==> src/tdp_pkg.sv <==
`default_nettype none
// ----------------------------------------------------------------------------
// tdp_pkg
// Shared types and constants of the full-TOC descriptor parser.
// ----------------------------------------------------------------------------
package tdp_pkg;

  localparam int unsigned QUEUE_DEPTH = 4;

  localparam logic [3:0]  ADR_SKIP   = 4'h5;
  localparam logic [7:0]  PT_FIRST   = 8'hA0;
  localparam logic [7:0]  PT_LAST    = 8'hA1;
  localparam logic [7:0]  PT_LEADOUT = 8'hA2;
  localparam logic [3:0]  DESC_LAST  = 4'd10;   // position of the 11th descriptor byte
  localparam logic [3:0]  LEN_REM_OK = 4'd2;    // required length mod 11
  localparam logic [7:0]  TRACK_LIMIT_RST = 8'd100;
  localparam logic [16:0] COUNT_MAX  = 17'h1FFFF;

  localparam logic [2:0] KIND_TRACK   = 3'd0;
  localparam logic [2:0] KIND_FIRST   = 3'd1;
  localparam logic [2:0] KIND_LAST    = 3'd2;
  localparam logic [2:0] KIND_LEADOUT = 3'd3;
  localparam logic [2:0] KIND_STATUS  = 3'd4;

  localparam logic [7:0] STAT_OK        = 8'd0;
  localparam logic [7:0] STAT_TRUNCATED = 8'd1;
  localparam logic [7:0] STAT_CORRUPTED = 8'd2;

  typedef struct packed {
    logic [2:0] kind;
    logic [7:0] session;
    logic [3:0] adr;
    logic [3:0] control;
    logic [7:0] point;
    logic [7:0] a_min;
    logic [7:0] a_sec;
    logic [7:0] a_frame;
    logic [7:0] p_min;
    logic [7:0] p_sec;
    logic [7:0] p_frame;
    logic       is_final;
  } rec_t;

  // one queue entry: what a single input byte produced
  typedef struct packed {
    logic has_desc;
    rec_t desc;
    logic has_stat;
    rec_t stat;
  } job_t;

endpackage
`default_nettype wire

==> src/tdp_front.sv <==
`default_nettype none
// ----------------------------------------------------------------------------
// tdp_front
// Byte parser: header, descriptor assembly, classification, status.
// ----------------------------------------------------------------------------
module tdp_front (
  input  wire logic          clk,
  input  wire logic          rst_n,
  input  wire logic          accept,
  input  wire logic [7:0]    data_byte,
  input  wire logic          end_of_stream,
  input  wire logic [7:0]    track_limit,
  output tdp_pkg::job_t      job,
  output logic               push
);

  // x mod 11 for x < 512 by reciprocal multiply (373/4096 ~ 1/11)
  function automatic logic [3:0] mod11(input logic [8:0] v);
    logic [17:0] p;
    logic [5:0]  q;
    logic [9:0]  r;
    p = 18'(v) * 18'd373;
    q = p[17:12];
    r = 10'(v) - 10'(q) * 10'd11;
    return r[3:0];
  endfunction

  logic [16:0] byte_count_r, byte_count_nxt;
  logic [15:0] data_length_r, data_length_nxt;
  logic        length_bad_r, length_bad_nxt;
  logic [3:0]  hi_mod_r, hi_mod_nxt;
  logic [3:0]  desc_pos_r, desc_pos_nxt;
  logic [7:0]  desc_r [10];
  logic [7:0]  sess_first_r, sess_first_nxt;
  logic [7:0]  sess_last_r, sess_last_nxt;
  logic [7:0]  first_trk_r, first_trk_nxt;
  logic [7:0]  last_trk_r, last_trk_nxt;

  logic        in_desc;
  logic        desc_wr;
  logic        emit_desc;
  logic [2:0]  kind;
  logic        truncated;
  logic [8:0]  len_fold;

  assign in_desc = (byte_count_r >= 17'd4) && (byte_count_r < 17'(data_length_r) + 17'd2);
  assign desc_wr = accept && in_desc && (desc_pos_r != tdp_pkg::DESC_LAST);
  assign len_fold = 9'(hi_mod_r) * 9'd3 + 9'(data_byte);  // 256 mod 11 = 3

  always_comb begin
    byte_count_nxt  = byte_count_r;
    data_length_nxt = data_length_r;
    length_bad_nxt  = length_bad_r;
    hi_mod_nxt      = hi_mod_r;
    desc_pos_nxt    = desc_pos_r;
    sess_first_nxt  = sess_first_r;
    sess_last_nxt   = sess_last_r;
    first_trk_nxt   = first_trk_r;
    last_trk_nxt    = last_trk_r;
    emit_desc       = 1'b0;
    kind            = tdp_pkg::KIND_TRACK;
    push            = 1'b0;
    job             = '0;
    truncated       = 1'b0;

    if (accept) begin
      if (byte_count_r == 17'd0) begin
        data_length_nxt = {data_byte, 8'h00};
        hi_mod_nxt      = mod11({1'b0, data_byte});
      end else if (byte_count_r == 17'd1) begin
        data_length_nxt = {data_length_r[15:8], data_byte};
        length_bad_nxt  = (mod11(len_fold) != tdp_pkg::LEN_REM_OK);
      end else if (byte_count_r == 17'd2) begin
        sess_first_nxt = data_byte;
      end else if (byte_count_r == 17'd3) begin
        sess_last_nxt = data_byte;
      end else if (in_desc) begin
        if (desc_pos_r != tdp_pkg::DESC_LAST) begin
          desc_pos_nxt = desc_pos_r + 4'd1;
        end else begin
          desc_pos_nxt = '0;
          if (!length_bad_r && desc_r[1][7:4] != tdp_pkg::ADR_SKIP) begin
            emit_desc = 1'b1;
            if (desc_r[3] < track_limit) begin
              kind = tdp_pkg::KIND_TRACK;
            end else if (desc_r[3] == tdp_pkg::PT_FIRST) begin
              kind = tdp_pkg::KIND_FIRST;
              if (desc_r[8] != 8'd0 &&
                  (first_trk_r == 8'd0 || desc_r[8] < first_trk_r)) begin
                first_trk_nxt = desc_r[8];
              end
            end else if (desc_r[3] == tdp_pkg::PT_LAST) begin
              kind = tdp_pkg::KIND_LAST;
              if (desc_r[8] > last_trk_r) begin
                last_trk_nxt = desc_r[8];
              end
            end else if (desc_r[3] == tdp_pkg::PT_LEADOUT) begin
              kind = tdp_pkg::KIND_LEADOUT;
            end else begin
              emit_desc = 1'b0;   // unknown point: drop it
            end
          end
        end
      end
      if (byte_count_r != tdp_pkg::COUNT_MAX) begin
        byte_count_nxt = byte_count_r + 17'd1;
      end

      job.has_desc      = emit_desc;
      job.desc.kind     = kind;
      job.desc.session  = desc_r[0];
      job.desc.adr      = desc_r[1][7:4];
      job.desc.control  = desc_r[1][3:0];
      job.desc.point    = desc_r[3];
      job.desc.a_min    = desc_r[4];
      job.desc.a_sec    = desc_r[5];
      job.desc.a_frame  = desc_r[6];
      job.desc.p_min    = desc_r[8];
      job.desc.p_sec    = (kind == tdp_pkg::KIND_LAST) ? 8'd0 : desc_r[9];
      job.desc.p_frame  = (kind == tdp_pkg::KIND_FIRST || kind == tdp_pkg::KIND_LAST) ?
                          8'd0 : data_byte;
      job.desc.is_final = 1'b0;

      truncated = (byte_count_nxt < 17'd4) ||
                  (byte_count_nxt < 17'(data_length_nxt) + 17'd2);
      job.has_stat      = end_of_stream;
      job.stat.kind     = tdp_pkg::KIND_STATUS;
      job.stat.session  = sess_first_nxt;
      job.stat.point    = truncated ? tdp_pkg::STAT_TRUNCATED :
                          length_bad_nxt ? tdp_pkg::STAT_CORRUPTED : tdp_pkg::STAT_OK;
      job.stat.a_min    = sess_last_nxt;
      job.stat.a_sec    = first_trk_nxt;
      job.stat.a_frame  = last_trk_nxt;
      job.stat.is_final = 1'b1;

      push = emit_desc || end_of_stream;

      if (end_of_stream) begin
        byte_count_nxt  = '0;
        data_length_nxt = '0;
        length_bad_nxt  = 1'b0;
        hi_mod_nxt      = '0;
        desc_pos_nxt    = '0;
        sess_first_nxt  = '0;
        sess_last_nxt   = '0;
        first_trk_nxt   = '0;
        last_trk_nxt    = '0;
      end
    end
  end

  always_ff @(posedge clk) begin
    if (!rst_n) begin
      byte_count_r  <= '0;
      data_length_r <= '0;
      length_bad_r  <= 1'b0;
      hi_mod_r      <= '0;
      desc_pos_r    <= '0;
      sess_first_r  <= '0;
      sess_last_r   <= '0;
      first_trk_r   <= '0;
      last_trk_r    <= '0;
    end else begin
      byte_count_r  <= byte_count_nxt;
      data_length_r <= data_length_nxt;
      length_bad_r  <= length_bad_nxt;
      hi_mod_r      <= hi_mod_nxt;
      desc_pos_r    <= desc_pos_nxt;
      sess_first_r  <= sess_first_nxt;
      sess_last_r   <= sess_last_nxt;
      first_trk_r   <= first_trk_nxt;
      last_trk_r    <= last_trk_nxt;
    end
  end

  // descriptor byte buffer, payload only
  always_ff @(posedge clk) begin
    if (desc_wr) begin
      desc_r[desc_pos_r] <= data_byte;
    end
  end

endmodule
`default_nettype wire

==> src/tdp_queue.sv <==
`default_nettype none
// ----------------------------------------------------------------------------
// tdp_queue
// Small FIFO of parsed jobs between the parser and the output sequencer.
// ----------------------------------------------------------------------------
module tdp_queue #(
  parameter int unsigned DEPTH = tdp_pkg::QUEUE_DEPTH
) (
  input  wire logic          clk,
  input  wire logic          rst_n,
  input  wire logic          push,
  input  tdp_pkg::job_t      din,
  input  wire logic          pop,
  output tdp_pkg::job_t      dout,
  output logic               full,
  output logic               empty
);

  localparam int unsigned PW = (DEPTH > 1) ? $clog2(DEPTH) : 1;
  localparam int unsigned CW = $clog2(DEPTH + 1);
  localparam logic [PW-1:0] PTR_LAST = PW'(DEPTH - 1);
  localparam logic [CW-1:0] CNT_FULL = CW'(DEPTH);

  tdp_pkg::job_t mem [DEPTH];
  logic [PW-1:0] wr_ptr_r, rd_ptr_r;
  logic [CW-1:0] count_r;
  logic          do_push, do_pop;

  assign full    = (count_r == CNT_FULL);
  assign empty   = (count_r == '0);
  assign do_push = push && !full;
  assign do_pop  = pop && !empty;
  assign dout    = mem[rd_ptr_r];

  always_ff @(posedge clk) begin
    if (!rst_n) begin
      wr_ptr_r <= '0;
      rd_ptr_r <= '0;
      count_r  <= '0;
    end else begin
      if (do_push) begin
        wr_ptr_r <= (wr_ptr_r == PTR_LAST) ? '0 : wr_ptr_r + PW'(1);
      end
      if (do_pop) begin
        rd_ptr_r <= (rd_ptr_r == PTR_LAST) ? '0 : rd_ptr_r + PW'(1);
      end
      if (do_push && !do_pop) begin
        count_r <= count_r + CW'(1);
      end else if (do_pop && !do_push) begin
        count_r <= count_r - CW'(1);
      end
    end
  end

  always_ff @(posedge clk) begin
    if (do_push) begin
      mem[wr_ptr_r] <= din;
    end
  end

endmodule
`default_nettype wire

==> src/tdp_back.sv <==
`default_nettype none
// ----------------------------------------------------------------------------
// tdp_back
// Output sequencer: plays out the descriptor and/or status record of a job.
// ----------------------------------------------------------------------------
module tdp_back (
  input  wire logic          clk,
  input  wire logic          rst_n,
  input  wire logic          q_empty,
  input  tdp_pkg::job_t      q_job,
  output logic               q_pop,
  output logic               out_valid,
  input  wire logic          out_stall,
  output tdp_pkg::rec_t      out_rec
);

  logic          busy_r;
  logic          desc_pend_r;
  logic          stat_pend_r;
  tdp_pkg::rec_t desc_r;
  tdp_pkg::rec_t stat_r;
  logic          out_acc;
  logic          job_done;

  assign out_valid = busy_r;
  assign out_rec   = desc_pend_r ? desc_r : stat_r;
  assign out_acc   = busy_r && !out_stall;
  // the job ends when its last pending record goes out
  assign job_done  = out_acc && !(desc_pend_r && stat_pend_r);
  assign q_pop     = !q_empty && (!busy_r || job_done);

  always_ff @(posedge clk) begin
    if (!rst_n) begin
      busy_r      <= 1'b0;
      desc_pend_r <= 1'b0;
      stat_pend_r <= 1'b0;
    end else if (q_pop) begin
      busy_r      <= 1'b1;
      desc_pend_r <= q_job.has_desc;
      stat_pend_r <= q_job.has_stat;
    end else if (job_done) begin
      busy_r      <= 1'b0;
      desc_pend_r <= 1'b0;
      stat_pend_r <= 1'b0;
    end else if (out_acc) begin
      desc_pend_r <= 1'b0;
    end
  end

  always_ff @(posedge clk) begin
    if (q_pop) begin
      desc_r <= q_job.desc;
      stat_r <= q_job.stat;
    end
  end

endmodule
`default_nettype wire

==> src/cd_full_toc_descriptor_parser.sv <==
`default_nettype none
// ----------------------------------------------------------------------------
// cd_full_toc_descriptor_parser
// Parses a full-TOC response byte stream into decoded descriptor records
// and one closing status record per response.
// ----------------------------------------------------------------------------
// Bytes are taken at one per clock while the job queue is not full. The
// parser classifies each byte in the cycle it is accepted and queues what it
// produced (at most one descriptor record and one status record) in a
// QUEUE_DEPTH-entry job queue; the output sequencer sends one record per
// clock while out_stall is low, so a byte that closes both a descriptor and
// the stream gives two records in turn. in_stall rises only while the job
// queue is full. track_limit is at byte address 0.
module cd_full_toc_descriptor_parser #(
  parameter int unsigned QUEUE_DEPTH = tdp_pkg::QUEUE_DEPTH
) (
  input  wire logic        clk,
  input  wire logic        rst_n,
  // configuration
  input  wire logic        cfg_psel,
  input  wire logic        cfg_penable,
  input  wire logic        cfg_pwrite,
  input  wire logic [2:0]  cfg_paddr,
  input  wire logic [31:0] cfg_pwdata,
  output logic [31:0]      cfg_prdata,
  output logic             cfg_pready,
  // byte input
  input  wire logic        in_valid,
  output logic             in_stall,
  input  wire logic [7:0]  in_data_byte,
  input  wire logic        in_end_of_stream,
  // record output
  output logic             out_valid,
  input  wire logic        out_stall,
  output logic [2:0]       out_kind,
  output logic [7:0]       out_session,
  output logic [3:0]       out_adr,
  output logic [3:0]       out_control,
  output logic [7:0]       out_point,
  output logic [7:0]       out_a_min,
  output logic [7:0]       out_a_sec,
  output logic [7:0]       out_a_frame,
  output logic [7:0]       out_p_min,
  output logic [7:0]       out_p_sec,
  output logic [7:0]       out_p_frame,
  output logic             out_is_final
);

  logic [7:0]    track_limit_r;
  logic          cfg_wr;
  logic          in_acc;
  logic          push;
  logic          q_full, q_empty, q_pop;
  tdp_pkg::job_t front_job, q_job;
  tdp_pkg::rec_t rec;

  assign cfg_pready = 1'b1;
  assign cfg_wr     = cfg_psel && cfg_penable && cfg_pwrite && !cfg_paddr[2];
  assign cfg_prdata = cfg_paddr[2] ? 32'd0 : {24'd0, track_limit_r};

  always_ff @(posedge clk) begin
    if (!rst_n) begin
      track_limit_r <= tdp_pkg::TRACK_LIMIT_RST;
    end else if (cfg_wr) begin
      track_limit_r <= cfg_pwdata[7:0];
    end
  end

  assign in_stall = q_full;
  assign in_acc   = in_valid && !q_full;

  tdp_front u_front (
    .clk           (clk),
    .rst_n         (rst_n),
    .accept        (in_acc),
    .data_byte     (in_data_byte),
    .end_of_stream (in_end_of_stream),
    .track_limit   (track_limit_r),
    .job           (front_job),
    .push          (push)
  );

  tdp_queue #(
    .DEPTH (QUEUE_DEPTH)
  ) u_queue (
    .clk   (clk),
    .rst_n (rst_n),
    .push  (push),
    .din   (front_job),
    .pop   (q_pop),
    .dout  (q_job),
    .full  (q_full),
    .empty (q_empty)
  );

  tdp_back u_back (
    .clk       (clk),
    .rst_n     (rst_n),
    .q_empty   (q_empty),
    .q_job     (q_job),
    .q_pop     (q_pop),
    .out_valid (out_valid),
    .out_stall (out_stall),
    .out_rec   (rec)
  );

  assign out_kind     = rec.kind;
  assign out_session  = rec.session;
  assign out_adr      = rec.adr;
  assign out_control  = rec.control;
  assign out_point    = rec.point;
  assign out_a_min    = rec.a_min;
  assign out_a_sec    = rec.a_sec;
  assign out_a_frame  = rec.a_frame;
  assign out_p_min    = rec.p_min;
  assign out_p_sec    = rec.p_sec;
  assign out_p_frame  = rec.p_frame;
  assign out_is_final = rec.is_final;

endmodule
`default_nettype wire
==> config.mk <==
export PLATFORM = sky130hd
export DESIGN_NAME = cd_full_toc_descriptor_parser
export DESIGN_NICKNAME = d
export VERILOG_FILES = /design/src/tdp_pkg.sv /design/src/tdp_front.sv /design/src/tdp_queue.sv /design/src/tdp_back.sv /design/src/cd_full_toc_descriptor_parser.sv
export SDC_FILE = /design/constraint.sdc
export NUM_CORES = 1
export LEC_CHECK = 0
export ABC_AREA = 1
export BUFFER_PORTS_ARGS = -buffer_cell sky130_fd_sc_hd__buf_4
export CORE_MARGIN = 2
export CORE_UTILIZATION = 25
export CTS_CLUSTER_DIAMETER = 200
export DETAILED_ROUTE_END_ITERATION = 16
export GPL_ROUTABILITY_DRIVEN = 0
export HOLD_SLACK_MARGIN = 0.06
export PLACE_DENSITY_LB_ADDON = 0.08
export SYNTH_ARGS = -nofsm -noshare
export SYNTH_HDL_FRONTEND = slang
export SYNTH_SLANG_ARGS = --single-unit
export TNS_END_PERCENT = 30
==> constraint.sdc <==
create_clock -name clk -period 7.9 [get_ports clk]
set_input_delay 0.79 -clock clk [delete_from_list [all_inputs] [get_ports clk]]
set_output_delay 0.79 -clock clk [all_outputs]
set_load 0.05 [all_outputs]
== Word level (Yosys, flattened, before mapping) ==
Memories as Yosys holds them, arrays and structs flattened. A register that Yosys moved wholly into a read port is not among the register bits.
Index checks and enable logic that the tools add are counted.

* Multiply operators: 5
* Muxes and demuxes: 102
* Div/mod/pow operators: 0
* Reductions and logical operators: 42
* Equal/unequal tests: 19
* $add $sub $neg: 11
* $lt $le $gt $ge: 7
* Bitwise gates (word level): 0
* Shift operators: 0

{| class="wikitable"
|+ Operators by type and width
! cell !! number
|-
| 8-bit two-way mux || 37
|-
| 89-bit two-way mux || 1
|-
| 76-bit two-way mux || 1
|-
| 17-bit two-way mux || 3
|-
| 16-bit two-way mux || 3
|-
| 3-bit two-way mux || 13
|-
| 4-bit two-way mux || 9
|-
| 16-bit by 2-bit adder with 17-bit output, second input constant || 2
|-
| 17-bit by 2-bit equality test with 1-bit output, second input constant || 2
|-
| 17-bit less-than comparator || 2
|-
| 32-bit two-way mux || 1
|-
| 1-bit two-way mux || 28
|-
| 8-bit equality test, second input constant || 3
|-
| 9-bit by 9-bit multiplier with 18-bit output, second input constant || 1
|-
| 17-bit by 1-bit adder with 17-bit output, second input constant || 1
|-
| 17-bit by 1-bit equality test with 1-bit output, second input constant || 1
|-
| 17-bit by 3-bit >= comparator with 1-bit output, second input constant || 1
|-
| 1-bit logical AND || 17
|-
| 17-bit logical NOT || 1
|-
| 17-bit by 3-bit less-than comparator with 1-bit output, second input constant || 1
|-
| 8-bit by 9-bit multiplier with 17-bit output, second input constant || 1
|-
| 17-bit != test, second input constant || 1
|-
| 8-bit less-than comparator || 2
|-
| 2-bit two-way mux || 6
|-
| other kinds (27) || 48
|}

* Bits in latches: 0
* Logic and storage cells: 228
* ROM bits: 0
* Bits in writable memories: 568
* Input bits: 51
* Bits in registers: 244
* Memories kept: 2
* Output and inout port bits: 111

{| class="wikitable"
|+ Memory list
! name !! words !! bits a word !! rd ports !! clocked after Yosys merged registers in !! wr ports !! line !! source
|-
| u_queue.mem || 4 || 122 || 1 || 1 || 1 || tdp_queue.sv:24 || <nowiki>tdp_pkg::job_t mem [DEPTH];</nowiki>
|-
| u_front.desc_r || 10 || 8 || 8 || 0 || 1 || tdp_front.sv:33 || <nowiki>logic [7:0] desc_r [10];</nowiki>
|}

== Logic depth before layout (Yosys ltp) ==
Gate-level depths: netlist (run 1).
An unclocked memory read counts as a cell.

* Word-level depth: 21
* Mapped depth: 43

== Cells and area by module ==
Synthesis (run 1) repeated with hierarchy kept, for this count alone.

* Cell total of the unflattened synthesis: 3612
* Area total of the unflattened synthesis: 42152.9 µm²

{| class="wikitable"
|+ Modules (own cells, without submodules)
! module !! area an instance (µm²) !! instances !! sequential area each (µm²) !! cells each
|-
| tdp_queue || 23173.5 || 1 || 18677.9 || 1561
|-
| tdp_front || 12619.6 || 1 || 3403.3 || 1698
|-
| tdp_back || 5705.5 || 1 || 4624.4 || 256
|-
| cd_full_toc_descriptor_parser || 654.4 || 1 || 160.2 || 97
|}

== Worst setup path before layout (run 1) ==
OpenSTA, ideal clock, no wires.

* Kind: register to register
* From: register u_front.data_length_r[1]
* To: memory u_queue.mem[0][100] in the netlist's numbering, enable pin
* Data required time: 7.318 ns
* Clock period less this slack: 8.265 ns
* Cell stages (with the launch flop): 24
* Arrival: 7.683 ns
* Slack: -0.365 ns
* Cell sequence: dfxtp_1 inv_1 nor3_1 inv_1 nor3_1 nand3_1 nor2_1 nand2_1 nor2_1 nand2_1 inv_1 nand2_1 o21ai_0 nand2_1 ha_1 a21oi_1 o21ai_0 a21oi_1 nand4_1 nor2_1 nand2_1 nand2_1 inv_1 nor2_1

* Cells in the longest elaborated chain, start to end: 14

{| class="wikitable"
|+ RTL lines
! what !! line !! source
|-
| start, declared || tdp_front.sv:29 || <nowiki>logic [15:0] data_length_r, data_length_nxt;</nowiki>
|-
| start signal, assigned || tdp_front.sv:165 || <nowiki>data_length_r <= data_length_nxt;</nowiki>
|-
| 16-bit by 2-bit adder with 17-bit output || tdp_front.sv:46 || <nowiki>assign in_desc = (byte_count_r >= 17'd4) && (byte_count_r < 17'(data_length_r) + 17'd2);</nowiki>
|-
| 17-bit less-than comparator || tdp_front.sv:46 ||
|-
| 1-bit logical AND || tdp_front.sv:46 ||
|-
| 1-bit two-way mux || tdp_front.sv:77 || <nowiki>end else if (in_desc) begin</nowiki>
|-
| 1-bit two-way mux || tdp_front.sv:75 || <nowiki>end else if (byte_count_r == 17'd3) begin</nowiki>
|-
| 1-bit two-way mux || tdp_front.sv:73 || <nowiki>end else if (byte_count_r == 17'd2) begin</nowiki>
|-
| 1-bit two-way mux || tdp_front.sv:70 || <nowiki>end else if (byte_count_r == 17'd1) begin</nowiki>
|-
| 1-bit two-way mux || tdp_front.sv:67 || <nowiki>if (byte_count_r == 17'd0) begin</nowiki>
|-
| 1-bit two-way mux || tdp_front.sv:66 || <nowiki>if (accept) begin</nowiki>
|-
| 1-bit logical OR || tdp_front.sv:136 || <nowiki>push = emit_desc || end_of_stream;</nowiki>
|-
| 1-bit two-way mux || tdp_front.sv:66 ||
|-
| 1-bit logical AND || tdp_queue.sv:31 || <nowiki>assign do_push = push && !full;</nowiki>
|-
| net u_queue.do_push || tdp_queue.sv:27 || <nowiki>logic do_push, do_pop;</nowiki>
|-
| 1-bit two-way mux || tdp_queue.sv:56 || <nowiki>if (do_push) begin</nowiki>
|-
| 1-bit two-way mux (not written as such) || tdp_queue.sv:57 || <nowiki>mem[wr_ptr_r] <= din;</nowiki>
|-
| end, declared || tdp_queue.sv:24 ||
|}

The timed path passes the listed nets, and every way through them passes these cells. The select of a mux whose other input is x is not followed.

==> results.cfg, run 1 <==
[finish]
fin_util_pct = 29.81
final_common_cell = edfxtp_1
diodes = 0
fin_nets = 3480
final_cell_mix = edfxtp_1, nor2_1, nand2_1, inv_1, o21ai_0
synthToLayoutAreaGrowth_pct = 18.43
drive_above_1_share_pct = 13.50

[min_path]
min_to = track_limit_r[2]$_SDFFE_PN1P_
worstHoldStart = cfg_pwdata[2]
holdPathStages = 3
hp-class = in2reg

[cts]
cts_tree = yes
cts.htree.levels = 3
cts_root_buf = clkbuf_16
clkTransAtPathRegs_ns = 0.06
clockBufferDepth = 3
cts_made_buffers = 85
cts_sinks = 711
clock_latency_ns = 0.67
post_cts_buffers = 0

[synth]
synthTopCellsByArea = edfxtp_1, ha_1, dfxtp_1
syn_area_per_cell_sq_um = 11.02
synth-seq-cells = 711
synth-main-ff-cell = edfxtp_1
synthAdderAreaFrac_pct = 9.089
syn_area_sq_mm = 0.03359
synth_edf_count = 617
yosys.cell_types.count = 65
synth_top_area_share_pct = 55.16
ys_seq_area_share_pct = 60.76
synth-xor-area-share_pct = 1.501
yosys_warnings = 0
yosysTopAreaCell = edfxtp_1
synth_cells = 3048
synth_compound_area_share_pct = 9.789
synth_top_family_by_area = simple AND/OR/NAND/NOR gates
synth-simple-area-share_pct = 11.52
muxShareOfSynthArea_pct = 1.140
synthArstFlopShare_pct = 0

[setup_path]
critical_path.endpoint_type = flop
r2r_end = u_queue.mem[3][26]$_DFFE_PP_
worstPathMaxFanout = 4
reg2reg_depth = 34
crit_required_ns = 8.30
r2r_slack_ns = 0.53
r2r-start = u_front.hi_mod_r[0]$_SDFFE_PN0P_
crit_arrival_ns = 7.76
slowest_delay_ns = 0.53
start_kind = flop
cpMostUsedCell = inv_1
worstSetupPathType = reg2reg
worst_path_max_delay_cell = fa_1

[sta]
tightest_slew_ns = 1.180
setup_viol = 0
min_period_ns = 7.368
fin_worst_skew_ns = 0.03507
whs_ns = 0.3692
hold_viol = 0
fmax_ghz = 0.1357
finalCritPeriodShare_pct = 93.26
rsz0062_at_grt = no
maxSlewHeadroom_pct = 21.05
drv_slew = 0

[floorplanning]
die_area_sq_mm = 0.1373
boundaryPins = 162
die_y_microns = 370.6
initial_core_util_pct = 25.17
core_sq_mm = 0.1335
fp.dieW_microns = 370.6
rows = 134

[grt]
grt_max_degree = 117
antenna_found_initial = 10
grtUsageTotal_pct = 14.80
grt_pass1_wl_mm = 150.5
grt_overflow_total = 0
grt_pass1_vias = 23065

[placement]
dp_hpwl_mm = 64.03
io_buffers = 110

[detailed_routing]
via_count = 22488
wire_per_inst_microns = 20.20
first_pass_iters = 8
drt_wl_total_mm = 102.0
drt_iter0_drc = 1167
drc = 0
ant_nets = 0
vias_per_cell = 4.454

[job]
drv_cap = 0

[run_status]
status = finished clean
## metrics by stage
| step | cells | instance area [sq um] | setup slack [ns] | TNS (ns) |
|---|---|---|---|---|
| CTS | 5049 | 39730 | 0.1272 | 0 |
| floorplan | 3071 | 33680 | -0.3648 | -161.98 |
| detailed placement | 4896 | 36980 | -0.2692 | -1.077 |
| global route | 5049 | 39780 | 0.0002904 | 0 |
| global placement | 4896 | 36980 | -0.3589 | -1.494 |
| finish | 5049 | 39780 | 0.5325 | 0 |
## sequential cells by signal (all words and copies together) (netlist names), 4 cells and up, named ones only
name,flops
u_queue.mem,444
u_front.last_trk_r,8
u_front.hi_mod_r,4
u_front.byte_count_r,17
u_front.data_length_r,16
track_limit_r,8
u_front.first_trk_r,8
u_back.desc_r,74
u_front.sess_first_r,8
u_front.desc_r,64
u_front.desc_pos_r,4
u_back.stat_r,35
u_front.sess_last_r,8
## repair_timing
action | in CTS | in global routing
hold buffers | 0 | 0
gates resized for setup | 0 | 11
endpoints found under the setup margin | 0 | 5
## worst max path at each step
stage / startpoint / end / slack [ns]
finish: u_front.hi_mod_r[0]$_SDFFE_PN0P_ / u_queue.mem[3][26]$_DFFE_PP_ / 0.53
global route: u_front.hi_mod_r[0]$_SDFFE_PN0P_ / u_queue.mem[3][26]$_DFFE_PP_ / 0.0003
CTS: u_front.hi_mod_r[2]$_SDFFE_PN0P_ / u_queue.mem[2][26]$_DFFE_PP_ / 0.13
detailed placement: in_data_byte[3] / u_queue.mem[0][26]$_DFFE_PP_ / -0.27
global placement: in_data_byte[3] / u_queue.mem[0][26]$_DFFE_PP_ / -0.36
floorplan: u_front.data_length_r[1]$_SDFFE_PN0P_ / u_queue.mem[0][100]$_DFFE_PP_ / -0.36
## synth_stat cells, types with 34 or more instances
master and number:
nand3_1 52, inv_1 355, nand2_1 365, nor2_1 394, o22ai_1 115, dfxtp_1 94
xor2_1 40, edfxtp_1 617, ha_1 164, o21ai_0 277, a21oi_1 142, clkbuf_1 108
mux2_2 34, fa_1 50
## final cells by class
class / instances / area (sq um)
inverter: 369 / 1393
clock buffer: 115 / 2351
sequential: 711 / 20420
tap: 1768 / 2212
multi-input combinational: 1841 / 11300
timing repair buffer: 207 / 1704
clock inverter: 38 / 395.4
fill: 13807 / 93680
## kinds of logic after synthesis
kind of cell / after synthesis
and+or+nand+nor: 921
DFF: 711
AOI/OAI and AO/OA: 591
buffers and inverters: 519
adders and majority gates: 214
xor gates and xnor gates: 56
muxes: 34
other: 2
## worst max-delay path: cells and delay by family, from the launching register on
kind | cells | cell delay [ns]
AOI/OAI and AO/OA | 3 | 0.40
xor gates and xnor gates | 1 | 0.14
adders and majority gates | 11 | 4.34
buffers and inverters | 11 | 0.93
DFF | 1 | 0.35
and+or+nand+nor | 8 | 0.93
## routing by layer
metal	global-route usage, %	up-vias	wire (microns)
met5	0	-	0
met4	5.123	0	2973
met3	2.063	128	3882
met2	25.50	380	49650
met1	18.92	11178	45500
li1	-	10802	-
Power of run 1 is left out: the tool's default activity adds up to more than one toggle a clock period on the data nets, which glitch-free logic cannot reach.
==> run 2: changes to the inputs <==
Settings changed: CTS_BUF_LIST set to sky130_fd_sc_hd__clkbuf_16.
==> run 2 against run 1 <==
  * Critical path depth unchanged
  * Register-to-register slack barely moved
  * First-iteration DRC count is 1.9% lower
  * Die area unchanged
  * Cell count about the same
  * Clock-buffer cell count decreased by 29
  * Routed wire length about the same
  * Non-clock buffer count did not move
  * Sequential share of layout area is 0.11 points higher
  * Design area fell by 0.22%
  * Global-route usage is essentially flat
  * Flip-flop and latch count unchanged
  * Critical path type unchanged
  * Critical endpoint unchanged
  * Highest routed layer unchanged
==> results.cfg, run 2 (same netlist as run 1, synthesis figures left out) <==
[sta]
tightest_slew_ns = 1.130
fmax_ghz = 0.1357
rsz0062_at_grt = no
fin_worst_skew_ns = 0.03441
drv_slew = 0
maxSlewHeadroom_pct = 24.37
hold_viol = 0
setup_viol = 0
finalCritPeriodShare_pct = 93.29
setup_ws_ns = 0.5300
min_period_ns = 7.370
whs_ns = 0.3692

[min_path]
holdPathStages = 3
worstHoldStart = cfg_pwdata[2]
hp-class = in2reg
min_to = track_limit_r[2]$_SDFFE_PN1P_

[setup_path]
slowest_delay_ns = 0.53
r2r_slack_ns = 0.53
cpMostUsedCell = inv_1
start_kind = flop
worstSetupPathType = reg2reg
crit_arrival_ns = 7.77
worstPathMaxFanout = 4
reg2reg_depth = 34
critical_path.endpoint_type = flop
worst_path_max_delay_cell = fa_1
crit_required_ns = 8.30
r2r-start = u_front.hi_mod_r[0]$_SDFFE_PN0P_
r2r_end = u_queue.mem[3][26]$_DFFE_PP_

[grt]
grt_pass1_vias = 23072
grt_pass1_wl_mm = 150.5
grt_overflow_total = 0
grt_max_degree = 117
antenna_found_initial = 10
grtUsageTotal_pct = 14.80

[cts]
clockBufferDepth = 3
post_cts_buffers = 0
cts_tree = yes
clkTransAtPathRegs_ns = 0.06
ctsHoldBuffers = 0
cts_made_buffers = 85
cts_sinks = 711
cts.htree.levels = 3
cts_root_buf = clkbuf_16
clock_latency_ns = 0.67

[finish]
largest_reg_flops = 444
final_common_cell = edfxtp_1
synthToLayoutAreaGrowth_pct = 18.17
drive_above_1_share_pct = 13.23
final_cell_mix = edfxtp_1, nor2_1, inv_1, nand2_1, o21ai_0
biggestRegsByFlops = u_queue.mem x444, u_back.desc_r x74, u_front.desc_r x64
max_flop_register = u_queue.mem
fin_nets = 3480

[placement]
dp_hpwl_mm = 64.03
io_buffers = 110
pre_cts_ws_ns = -0.2692

[floorplanning]
die_area_sq_mm = 0.1373
core_sq_mm = 0.1335
rows = 134
boundaryPins = 162
die_y_microns = 370.6
initial_core_util_pct = 25.17
fp.dieW_microns = 370.6

[detailed_routing]
ant_nets = 0
first_pass_iters = 8
drt_wl_total_mm = 102.0
wire_per_inst_microns = 20.20
via_count = 22435
drt_iter0_drc = 1145
drc = 0
vias_per_cell = 4.443

[run_status]
status = finished clean

[job]
drv_cap = 0
[run 2: cell types whose count changed in the layout (fill, tap and decap cells not counted)]
cell      change
clkbuf_8      -9
clkinv_1      +9
inv_1        +20
clkbuf_1     -20
diode_2       +1
[run 2: worst max-delay path by stage]
stage                                          to  slack (ns)  cells past startpoint                                  start
floorplan           u_queue.mem[0][100]$_DFFE_PP_       -0.36                     23  u_front.data_length_r[1]$_SDFFE_PN0P_
global placement     u_queue.mem[0][26]$_DFFE_PP_       -0.36                     34                        in_data_byte[3]
global route         u_queue.mem[3][26]$_DFFE_PP_      0.0003                     37       u_front.hi_mod_r[0]$_SDFFE_PN0P_
finish               u_queue.mem[3][26]$_DFFE_PP_        0.53                     34       u_front.hi_mod_r[0]$_SDFFE_PN0P_
detailed placement   u_queue.mem[0][26]$_DFFE_PP_       -0.27                     34                        in_data_byte[3]
CTS                  u_queue.mem[2][26]$_DFFE_PP_        0.13                     33       u_front.hi_mod_r[2]$_SDFFE_PN0P_
[run 2: final cells by class]
class                           instances  area (sq um)
Sequential cell                       711         20420
Inverter                              369          1393
Fill cell                           13821         93760
Tap cell                             1768          2212
Clock buffer                           86          2152
Clock inverter                         67         504.2
Timing Repair Buffer                  207          1704
Multi-Input combinational cell       1841         11300
Antenna cell                            1         2.502
[run 2: metrics by stage]
stage / cells / area (sq um) / TNS [ns] / util (%)
after CTS: 5049 / 39640 / 0 / 29.70
after global placement: 4896 / 36980 / -1.494 / 27.71
after global routing: 5049 / 39690 / 0 / 29.74
final: 5050 / 39690 / 0 / 29.74
after floorplan: 3071 / 33680 / -161.98 / -
after detailed placement: 4896 / 36980 / -1.077 / 27.71
[run 2: repair_timing]
| action | 4_1_cts | 5_1_grt |
|---|---|---|
| gates resized for setup | 0 | 11 |
| hold endpoints to repair | 0 | 0 |
| endpoints found under the setup margin | 0 | 5 |
[run 2: critical path: cells and delay by family, from the launching register on]
family	cells	cell delay [ns]
fa+ha+maj	11	4.34
buf+inv	11	0.93
simple gates	8	0.93
compound gates	3	0.40
flops	1	0.35
xor+xnor	1	0.14
[run 2: per-layer routing]
| layer | routed length, microns | part of all wire (%) | GRT usage (%) | vias up |
|---|---|---|---|---|
| met1 | 45400 | 44 | 18.91 | 11105 |
| met3 | 4064 | 4.0 | 2.063 | 135 |
| met4 | 2962 | 2.9 | 5.131 | 0 |
| met5 | 0 | 0 | 0 | - |
| met2 | 49590 | 49 | 25.50 | 388 |
| li1 | - | - | - | 10807 |
Power of run 2 is left out for the same reason.
==> run 3: changes to the inputs <==
Settings changed: RECOVER_POWER set to 25, REMOVE_ABC_BUFFERS set to 1.
==> run 3 against run 2 <==
  * The run now ends with capacitance limit, slew limit left
  * Flip-flop and latch count is the same
  * Utilization down 0.15 points
  * Worst setup slack got worse by 0.077 ns
==> results.cfg, run 3 (same netlist as run 1, synthesis figures left out) <==
[sta]
whs_ns = 0.3523
min_period_ns = 7.447
drv_slew = 467
rsz0062_at_grt = no
fmax_ghz = 0.1343
setup_ws_ns = 0.4528
hold_viol = 0
finalCritPeriodShare_pct = 94.27
maxSlewHeadroom_pct = -164.1
fin_worst_skew_ns = 0.02832
setup_viol = 0
tightest_slew_ns = 3.962

[placement]
dpl.cell_count = 4872
io_buffers = 110
pre_cts_ws_ns = -0.1468
dp_hpwl_mm = 61.98

[finish]
drive_above_1_share_pct = 11.45
fin_nets = 3458
largest_reg_flops = 444
final_cell_mix = edfxtp_1, nor2_1, inv_1, nand2_1, o21ai_0
nFillCells = 13760
fin_cells = 5036
max_flop_register = u_queue.mem
synthToLayoutAreaGrowth_pct = 17.57
biggestRegsByFlops = u_queue.mem x444, u_back.desc_r x74, u_front.desc_r x64
final_common_cell = edfxtp_1

[setup_path]
start_kind = flop
worst_path_max_delay_cell = fa_1
worstPathMaxFanout = 4
crit_arrival_ns = 7.84
worstSetupPathType = reg2reg
cpMostUsedCell = fa_1
slowest_delay_ns = 0.55
crit_required_ns = 8.29
critical_path.endpoint_type = flop

[floorplanning]
core_sq_mm = 0.1335
initial_core_util_pct = 25.17
rows = 134
boundaryPins = 162
fp.dieW_microns = 370.6
die_y_microns = 370.6
die_area_sq_mm = 0.1373

[detailed_routing]
vias_per_cell = 4.459
drt_iter0_drc = 1366
wire_per_inst_microns = 19.95
first_pass_iters = 5
ant_nets = 0
drt_wl_total_mm = 100.5
via_count = 22455
drc = 0

[cts]
cts_sinks = 711
cts_root_buf = clkbuf_16
clockBufferDepth = 3
cts_made_buffers = 87
clock_latency_ns = 0.67
cts.htree.levels = 3
ctsHoldBuffers = 0
clkTransAtPathRegs_ns = 0.06
cts_tree = yes

[run_status]
status = finished, violations left
failed_checks = capacitance limit, slew limit

[job]
drv_cap = 14

[grt]
antenna_found_initial = 8
grt_pass1_wl_mm = 148.4
grt_pass1_vias = 22974
grt_overflow_total = 0
grt_max_degree = 113
grtUsageTotal_pct = 14.54

[min_path]
hp-class = in2reg
run 3: cell types whose count changed in the layout (fill, tap and decap cells not counted), sizes merged:
cell / before / now
clkinvlp: 3 / 2
bufinv: 5 / 11
buf: 207 / 150
inv: 391 / 384
clkinv: 37 / 48
clkbuf: 86 / 120
run 3: routing by layer:
metal	GRT usage (%)	routed length, microns	share of wire (%)
met4	3.792	2435	2.4
met5	0	0	0
met2	25.08	48690	48
met1	19.08	45630	45
met3	1.963	3693	3.7
run 3: layout make-up:
type / count / area [sq um] / share of cell area [%]
tap: 1768 / 2212 / 5.601
sequential: 711 / 20410 / 51.69
inverter: 369 / 1393 / 3.526
timing repair buffer: 183 / 1300 / 3.292
antenna: 1 / 2.502 / 0.006336
clock buffer: 87 / 2177 / 5.512
clock inverter: 76 / 718.2 / 1.818
multi-input combinational: 1841 / 11280 / 28.56
run 3: worst max-delay path, delay by kind of cell (launching register included):
| kind | cells | cell delay, ns |
|---|---|---|
| adder cells (fa/ha/maj) | 10 | 4.24 |
| XOR/XNOR | 1 | 0.27 |
| flip-flops | 1 | 0.44 |
| buffers and inverters | 5 | 0.28 |
| AO/OA/AOI/OAI | 6 | 0.78 |
| AND/OR/NAND/NOR | 9 | 1.18 |
run 3: per-stage QoR:
step / utilization [%] / cell area, sq um / TNS [ns]
final: 29.59 / 39490 / 0
after global routing: 29.59 / 39490 / 0
after CTS: 29.67 / 39590 / 0
after detailed placement: 27.50 / 36700 / -0.5924
after global placement: 27.50 / 36700 / -0.6560
after floorplan: - / 32990 / -491.49
run 3: what timing repair did:
item	CTS	global route
resized for setup	0	9
setup endpoints to repair	0	4
buffers inserted	0	0
run 3: worst paths after layout:
| kind | endpoint | cells after the start | slack (ns) | startpoint |
|---|---|---|---|---|
| setup reg to reg | u_queue.mem[3][26]$_DFFE_PP_ | 31 | 0.45 | u_front.hi_mod_r[2]$_SDFFE_PN0P_ |
| hold reg to reg | u_front.sess_last_r[1]$_SDFFE_PN0P_ | 2 | 0.46 | u_front.sess_last_r[1]$_SDFFE_PN0P_ |
| hold / removal | track_limit_r[5]$_SDFFE_PN1P_ | 3 | 0.35 | cfg_pwdata[5] |
| setup / recovery | u_queue.mem[3][26]$_DFFE_PP_ | 31 | 0.45 | u_front.hi_mod_r[2]$_SDFFE_PN0P_ |
Power of run 3 is left out for the same reason.
